<file path="src/hw/rtl/kuf_pkg.sv">
// Package for the union-find edge filter: widths, store entry layout,
// action codes and controller state type. No dependencies.
package kuf_pkg;

  localparam int NODES    = 128;
  localparam int NODE_W   = $clog2(NODES);
  localparam int SIZE_W   = $clog2(NODES) + 1;
  localparam int WEIGHT_W = 32;

  // Item action codes
  localparam logic ACT_CLEAR = 1'b0;
  localparam logic ACT_EDGE  = 1'b1;

  // One store entry: root mark, parent link, set size (valid at roots only)
  typedef struct packed {
    logic              is_root;
    logic [NODE_W-1:0] parent;
    logic [SIZE_W-1:0] size;
  } entry_t;

  // Controller states, one-hot
  typedef enum logic [4:0] {
    S_IDLE  = 5'b00001,
    S_FIND  = 5'b00010,
    S_COMP  = 5'b00100,
    S_MERGE = 5'b01000,
    S_SIZE  = 5'b10000
  } state_t;

endpackage

</file>
<file path="src/hw/rtl/kruskal_union_find_edge_filter.sv">
// Top level of the union-find edge filter: controller plus node store.
// Depends on kuf_pkg.
//
// Union-find engine for Kruskal's rule. A start with action 0 clears every set to a
// singleton; a start with action 1 offers an edge (node_a, node_b, weight). Each
// transaction returns exactly one result, shown for one cycle with done high; the
// receiver cannot stall it. A clear or a zero-weight edge answers in the cycle after
// start. A real edge walks node_a's parent chain, rewrites that path to point at
// the root, does the same for node_b, then merges by size. The single node store
// delivers one entry per cycle through a registered read port. Busy is high while
// an edge is being worked; the next start may come in the cycle its result shows.
module kruskal_union_find_edge_filter (
  input  logic                          clk,
  input  logic                          rst,
  input  logic                          start,
  output logic                          busy,
  input  logic                          action,
  input  logic [kuf_pkg::NODE_W-1:0]    node_a,
  input  logic [kuf_pkg::NODE_W-1:0]    node_b,
  input  logic [kuf_pkg::WEIGHT_W-1:0]  weight,
  output logic                          done,
  output logic                          accepted,
  output logic [kuf_pkg::NODE_W-1:0]    tree_a,
  output logic [kuf_pkg::NODE_W-1:0]    tree_b,
  output logic [kuf_pkg::WEIGHT_W-1:0]  tree_weight
);
  import kuf_pkg::*;

  // Node store and its entry valid bits (invalid entry reads as singleton root)
  entry_t            mem [NODES];
  logic [NODES-1:0]  valid;
  entry_t            rd_q;
  logic              rd_valid;

  // Store port controls
  logic              we;
  logic [NODE_W-1:0] waddr;
  entry_t            wdata;
  logic [NODE_W-1:0] raddr;
  logic              clear_all;

  // Controller registers
  state_t              state, state_next;
  logic                side, side_next;
  logic [NODE_W-1:0]   cur, cur_next;
  logic [NODE_W-1:0]   a_q, b_q;
  logic [WEIGHT_W-1:0] w_q;
  logic [NODE_W-1:0]   ra, rb;
  logic [SIZE_W-1:0]   sa, sb;

  // Decoded entry of node cur
  logic              ent_root;
  logic [NODE_W-1:0] ent_parent;
  logic [SIZE_W-1:0] ent_size;
  logic [NODE_W-1:0] root_cur;
  logic [NODE_W-1:0] start_cur;
  logic              a_wins;
  logic              take;

  assign ent_root   = !rd_valid || rd_q.is_root;
  assign ent_parent = rd_q.parent;
  assign ent_size   = rd_valid ? rd_q.size : SIZE_W'(1);
  assign root_cur   = side ? rb : ra;
  assign start_cur  = side ? b_q : a_q;
  // Larger set wins; on a tie node_a's root stays the root
  assign a_wins     = !(sa < sb);
  assign take       = start && !busy;
  assign busy       = (state != S_IDLE);
  assign raddr      = cur_next;

  // Next state and store access
  always_comb begin
    state_next = state;
    side_next  = side;
    cur_next   = cur;
    we         = 1'b0;
    waddr      = cur;
    wdata      = '{is_root: 1'b0, parent: root_cur, size: rd_q.size};
    clear_all  = 1'b0;
    unique case (state)
      S_IDLE: begin
        if (take) begin
          if (action == ACT_CLEAR) begin
            clear_all = 1'b1;
          end else if (weight != '0) begin
            cur_next   = node_a;
            side_next  = 1'b0;
            state_next = S_FIND;
          end
        end
      end
      S_FIND: begin
        if (ent_root) begin
          cur_next   = start_cur;
          state_next = S_COMP;
        end else begin
          cur_next = ent_parent;
        end
      end
      S_COMP: begin
        if (cur == root_cur || ent_root) begin
          if (!side) begin
            side_next  = 1'b1;
            cur_next   = b_q;
            state_next = S_FIND;
          end else begin
            state_next = S_MERGE;
          end
        end else begin
          // point this node straight at its root, move on to its old parent
          we       = 1'b1;
          waddr    = cur;
          cur_next = ent_parent;
        end
      end
      S_MERGE: begin
        if (ra == rb) begin
          state_next = S_IDLE;
        end else begin
          we         = 1'b1;
          waddr      = a_wins ? rb : ra;
          wdata      = '{is_root: 1'b0, parent: (a_wins ? ra : rb), size: '0};
          state_next = S_SIZE;
        end
      end
      S_SIZE: begin
        we         = 1'b1;
        waddr      = a_wins ? ra : rb;
        wdata      = '{is_root: 1'b1, parent: '0, size: SIZE_W'(sa + sb)};
        state_next = S_IDLE;
      end
      default: begin
        state_next = S_IDLE;
      end
    endcase
  end

  // Store: write port, registered read port
  always_ff @(posedge clk) begin
    if (we) begin
      mem[waddr] <= wdata;
    end
    rd_q <= mem[raddr];
  end

  // Valid bits and registered valid of the read entry
  always_ff @(posedge clk) begin
    if (rst || clear_all) begin
      valid    <= '0;
      rd_valid <= 1'b0;
    end else begin
      if (we) begin
        valid[waddr] <= 1'b1;
      end
      rd_valid <= valid[raddr];
    end
  end

  // Control registers
  always_ff @(posedge clk) begin
    if (rst) begin
      state <= S_IDLE;
      side  <= 1'b0;
      cur   <= '0;
    end else begin
      state <= state_next;
      side  <= side_next;
      cur   <= cur_next;
    end
  end

  // Transaction payload and found roots
  always_ff @(posedge clk) begin
    if (take) begin
      a_q <= node_a;
      b_q <= node_b;
      w_q <= weight;
    end
    if (state == S_FIND && ent_root) begin
      if (side) begin
        rb <= cur;
        sb <= ent_size;
      end else begin
        ra <= cur;
        sa <= ent_size;
      end
    end
  end

  // Result strobe and fields
  always_ff @(posedge clk) begin
    if (rst) begin
      done     <= 1'b0;
      accepted <= 1'b0;
    end else begin
      done     <= 1'b0;
      accepted <= 1'b0;
      if (take && (action == ACT_CLEAR || weight == '0)) begin
        done <= 1'b1;
      end else if (state == S_MERGE && ra == rb) begin
        done <= 1'b1;
      end else if (state == S_SIZE) begin
        done     <= 1'b1;
        accepted <= 1'b1;
      end
    end
  end

  always_ff @(posedge clk) begin
    if (state == S_SIZE) begin
      tree_a      <= a_q;
      tree_b      <= b_q;
      tree_weight <= w_q;
    end else begin
      tree_a      <= '0;
      tree_b      <= '0;
      tree_weight <= '0;
    end
  end

`ifndef SYNTHESIS
  // No store write outside an edge transaction
  a_no_idle_write: assert property (@(posedge clk) disable iff (rst)
    state == S_IDLE |-> !we) else $error("store written while idle");

  // Path rewrite never reads the entry it writes
  a_comp_no_alias: assert property (@(posedge clk) disable iff (rst)
    (state == S_COMP && we) |-> waddr != raddr) else $error("rewrite aliasing");

  // A merge only links two distinct roots
  a_merge_distinct: assert property (@(posedge clk) disable iff (rst)
    state == S_SIZE |-> ra != rb) else $error("merge of one root");

  // A real edge always starts a walk
  a_edge_walks: assert property (@(posedge clk) disable iff (rst)
    (take && action == ACT_EDGE && weight != '0) |=> state == S_FIND)
    else $error("edge did not start a walk");

  // An accepted result follows the size update
  a_accept_after_size: assert property (@(posedge clk) disable iff (rst)
    accepted |-> done && $past(state) == S_SIZE) else $error("stray accept");
`endif

endmodule

</file>
<file path="config.mk">
export PLATFORM = sky130hd
export DESIGN_NAME = kruskal_union_find_edge_filter
export DESIGN_NICKNAME = d
export VERILOG_FILES = /design/src/hw/rtl/kuf_pkg.sv /design/src/hw/rtl/kruskal_union_find_edge_filter.sv
export SDC_FILE = /design/constraint.sdc
export NUM_CORES = 2
export LEC_CHECK = 0
export ABC_AREA = 1
export BUFFER_PORTS_ARGS = -buffer_cell sky130_fd_sc_hd__buf_4
export CORE_UTILIZATION = 35
export CTS_CLUSTER_SIZE = 8
export DETAILED_ROUTE_END_ITERATION = 7
export RECOVER_POWER = 100
export REMOVE_ABC_BUFFERS = 1
export SLEW_MARGIN = 20
export SYNTH_ARGS = -nofsm -noshare
export SYNTH_HDL_FRONTEND = slang
export SYNTH_SLANG_ARGS = --single-unit
</file>
<file path="constraint.sdc">
create_clock -name clk -period 11.7 [get_ports clk]
set_clock_uncertainty 0.2 [all_clocks]
set_input_delay 1.755 -clock clk [delete_from_list [all_inputs] [get_ports clk]]
set_output_delay 1.755 -clock clk [all_outputs]
set_load 0.02 [all_outputs]
</file>
==> impl_metrics.toml <==
[yosys]
dominantRegCellSynth = "sky130_fd_sc_hd__edfxtp_1"
synth_area_leader_cell = "sky130_fd_sc_hd__edfxtp_1"
synth.cells.most_frequent = "sky130_fd_sc_hd__nand2_1, sky130_fd_sc_hd__edfxtp_1, sky130_fd_sc_hd__nand3_1"
synth_area_per_cell_um2 = 11.4
netlist-cell-type-count = 43
yosys.area.top_type_share = 0.677
ff_latch_count_synth = 2330
async_reset_ff_frac = 0
synth.top_cells.by_area = "sky130_fd_sc_hd__edfxtp_1, sky130_fd_sc_hd__nand3_1, sky130_fd_sc_hd__nand2_1, sky130_fd_sc_hd__dfxtp_1, sky130_fd_sc_hd__nor2_1"
ys_warn_count = 0
mappedNetlistArea_mm2 = 0.0942
number_of_enable_type_register_cells_in_the_synthesized_netlist = 2124
cells_after_synthesis = 8276
synthMostInstantiatedCell = "sky130_fd_sc_hd__nand2_1"
synth_seq_area_share = 0.721

[global_route]
wire_length_of_the_first_global_routing_pass_mm = 411
grtUsageTotal = 0.202
grt_use_met1 = 0.277
busiest_layer_in_global_routing = "met2"
grt_overflow_total = 0
grt_util_met2 = 0.311
groute.layer.met3.usage = 0.0406
antenna_violations_before_repair = 8
grt_pass1_vias = 61508
grt_max_degree = 201

[sta]
report.final.hold_viol_count = 0
relSlewSlack = -2.37
finalSetupViolCount = 0
setup-tns-final_ps = 0
grt_setup_unrepaired = "false"
final_min_period_over_clock_period = 0.775
drv_slew = 1763
tightest_slew_ps = 5000
timing.fmax_ghz = 0.110
period_minus_slack_ps = 9070

[setup_path]
worst_r2r_startpoint = "state[1]"
timing.critical_path.required_ps = 11930
critical_path.cell_chain = "nor2_1 > inv_1 > nor3_1 > inv_2 > clkbuf_1 > nand2_1 > inv_1 > nand3_1 > o21ai_0 > clkbuf_1"
highest_net_fanout_along_the_worst_path = 61
timing.critical_path.slowest_cell_delay_ps = 2210
worstPathBufferInverterCount = 5
worst_path_dominant_cell_family = "buffers and inverters"
worst-endpoint-arrival_ps = 9290
r2r_end = "mem[117][8]"
reg2regPathDepth = 10
critPathCaptureType = "flop"
criticalPathCategory = "flop to flop"
cp_slowest_cell = "sky130_fd_sc_hd__clkbuf_1"
r2r_setup_slack_ps = 2630
critical_path.startpoint_type = "flop"

[detailed_routing]
remaining_design_rule_violation_count = 2
first_pass_iters = 8
postRouteWirelength_mm = 279
vias = 64941
post_detailed_route_wirelength_per_cell_um = 23.0
antenna_viol_nets_final = 0
initialDrtViolationCount = 7980
route.detailed.vias_per_inst = 5.34

[finish]
fin_nets = 8488
area.sequential_mm2 = 0.0679
syn_to_final_growth_pct = 14.2
fin_cells = 12163
area_of_the_multi_input_gates_mm2 = 0.0227
post_route_cells_drive_above_1_share = 0.0542
n_fill_cell = 25106

[clock_tree]
clkSlewWorstSetupHoldPaths_ps = 50
htree_levels = 5
clock_path_buffers = 4
cts_hold_buffers = 0
tritoncts = "yes"
cts.sink_count = 2330
numCtsBuffers = 342
clkLatencyLatePin_ps = 980
clock-root-buffer = "sky130_fd_sc_hd__clkbuf_16"
post-cts-setup-buffers = 0
post_cts.resized_instances = 0

[placement]
routability_congestion_estimate_from_global_placement = 0.840
io_buffer_count = 98
post-dp-hpwl_mm = 151
dpl.cell_count = 11627

[floorplan]
start_util = 0.352
core_footprint_mm2 = 0.268
fp.dieArea_mm2 = 0.271
rows = 190
floorplan.die.height_um = 521
design.portCount = 99
overall_die_width_um = 521

[flow_run]
timing.max_cap.violations = 38

[hold_path]
hold_path_depth = 2
timing.hold.worst_endpoint = "valid[29]"
worst_hold_startpoint = "valid[29]"
hold_class = "flop to flop"

[outcome]
violated_checks = "DRC, capacitance limit, slew limit"
outcome = "finished with violations"
## per-stage QoR
step | setup WS (ps) | instance area (µm²) | utilization | hold WS, ps
5_1_grt | 2210 | 108000 | 0.402 | 280
4_1_cts | 4760 | 109000 | 0.405 | 261
2_1_floorplan | -14940 | 91800 | - | 231
3_5_place_dp | 4320 | 99100 | 0.370 | 250
6_report | 2630 | 108000 | 0.402 | 260
3_3_place_gp | 4340 | 99100 | 0.370 | 240
## layout by cell type (no fill, tap or decap), types with 2 or more instances in the layout
cell type	count
sky130_fd_sc_hd__nand2_1	2237
sky130_fd_sc_hd__edfxtp_1	2124
sky130_fd_sc_hd__nand3_1	2101
sky130_fd_sc_hd__nor2_1	530
sky130_fd_sc_hd__clkbuf_1	409
sky130_fd_sc_hd__clkbuf_16	352
sky130_fd_sc_hd__inv_1	302
sky130_fd_sc_hd__dfxtp_1	206
sky130_fd_sc_hd__o211ai_1	70
sky130_fd_sc_hd__buf_4	44
sky130_fd_sc_hd__o21ai_0	39
sky130_fd_sc_hd__nand3b_1	36
sky130_fd_sc_hd__a21oi_1	21
sky130_fd_sc_hd__buf_12	18
sky130_fd_sc_hd__clkbuf_4	17
sky130_fd_sc_hd__ha_1	15
sky130_fd_sc_hd__nor3_1	13
sky130_fd_sc_hd__a211oi_1	8
sky130_fd_sc_hd__nand4_1	7
sky130_fd_sc_hd__inv_2	5
sky130_fd_sc_hd__xor2_1	5
sky130_fd_sc_hd__inv_6	5
sky130_fd_sc_hd__clkinv_1	4
sky130_fd_sc_hd__a221oi_1	3
sky130_fd_sc_hd__or2_2	3
sky130_fd_sc_hd__o21ai_1	2
sky130_fd_sc_hd__and2_1	2
sky130_fd_sc_hd__inv_8	2
sky130_fd_sc_hd__o21ai_4	2
sky130_fd_sc_hd__a31oi_4	2
sky130_fd_sc_hd__inv_4	2
sky130_fd_sc_hd__o22ai_1	2
sky130_fd_sc_hd__a22o_1	2
sky130_fd_sc_hd__o22ai_4	2
sky130_fd_sc_hd__clkinv_2	2
## kinds of logic after synthesis
family,Yosys count,share of synthesized area
and+or+nand+nor,4934,0.227
buffers and inverters,833,0.0389
xor gates and xnor gates,6,0.000558
DFF,2330,0.721
AOI/OAI and AO/OA,157,0.0109
adders and majority gates,16,0.00220
## registers in the layout (all words and copies together), names as in the netlist
| register | flops |
|---|---|
| valid | 128 |
| tree_b | 7 |
| rd_q | 9 |
| ra | 7 |
| side | 1 |
| done | 1 |
| a_q | 7 |
| ent_parent | 7 |
| rb | 7 |
| w_q | 32 |
| rd_valid | 1 |
| cur | 7 |
| sb | 8 |
| state | 5 |
| tree_a | 7 |
| accepted | 1 |
| tree_weight | 32 |
| mem | 2048 |
| b_q | 7 |
| sa | 8 |
## worst register-to-register path, cell delays in order (launching register included)
cell,delay (ps)
sky130_fd_sc_hd__dfxtp_1,380
sky130_fd_sc_hd__nor2_1,70
sky130_fd_sc_hd__inv_1,70
sky130_fd_sc_hd__nor3_1,110
sky130_fd_sc_hd__inv_2,60
sky130_fd_sc_hd__clkbuf_1,2210
sky130_fd_sc_hd__nand2_1,1110
sky130_fd_sc_hd__inv_1,780
sky130_fd_sc_hd__nand3_1,140
sky130_fd_sc_hd__o21ai_0,1790
sky130_fd_sc_hd__clkbuf_1,1550
## metal layers
layer  share of wire  vias to the layer above  wire length [µm]
met1            0.41                    31864            115000
met3           0.097                      580             27000
li1                -                    29185                 -
met2            0.45                     3308            126000
met4           0.042                        4             11800
met5        0.000086                        -                24
## worst max path at each step
stage                     slack, ps  startpoint       endpoint  depth (start not counted)
final                          2630    state[1]    mem[117][8]                         10
after global routing           2210    state[1]    mem[117][8]                         10
after CTS                      4760        side  ent_parent[5]                         23
after detailed placement       4320  weight[22]  ent_parent[5]                         23
after global placement         4340  weight[16]  ent_parent[5]                         23
after floorplan              -14940       start        rd_q[1]                         16
## layout make-up
class	instances	share of cell area
clock inverters	10	0.000965
multi-input cells	5113	0.211
clock buffers	522	0.0878
diodes	1	0.0000233
inverters	314	0.0111
repair buffers	321	0.0164
flip-flops and latches	2330	0.631
well taps	3552	0.0413
Power is left out: the tool's default activity adds up to more than one toggle a clock period on the data nets, which glitch-free logic cannot reach.
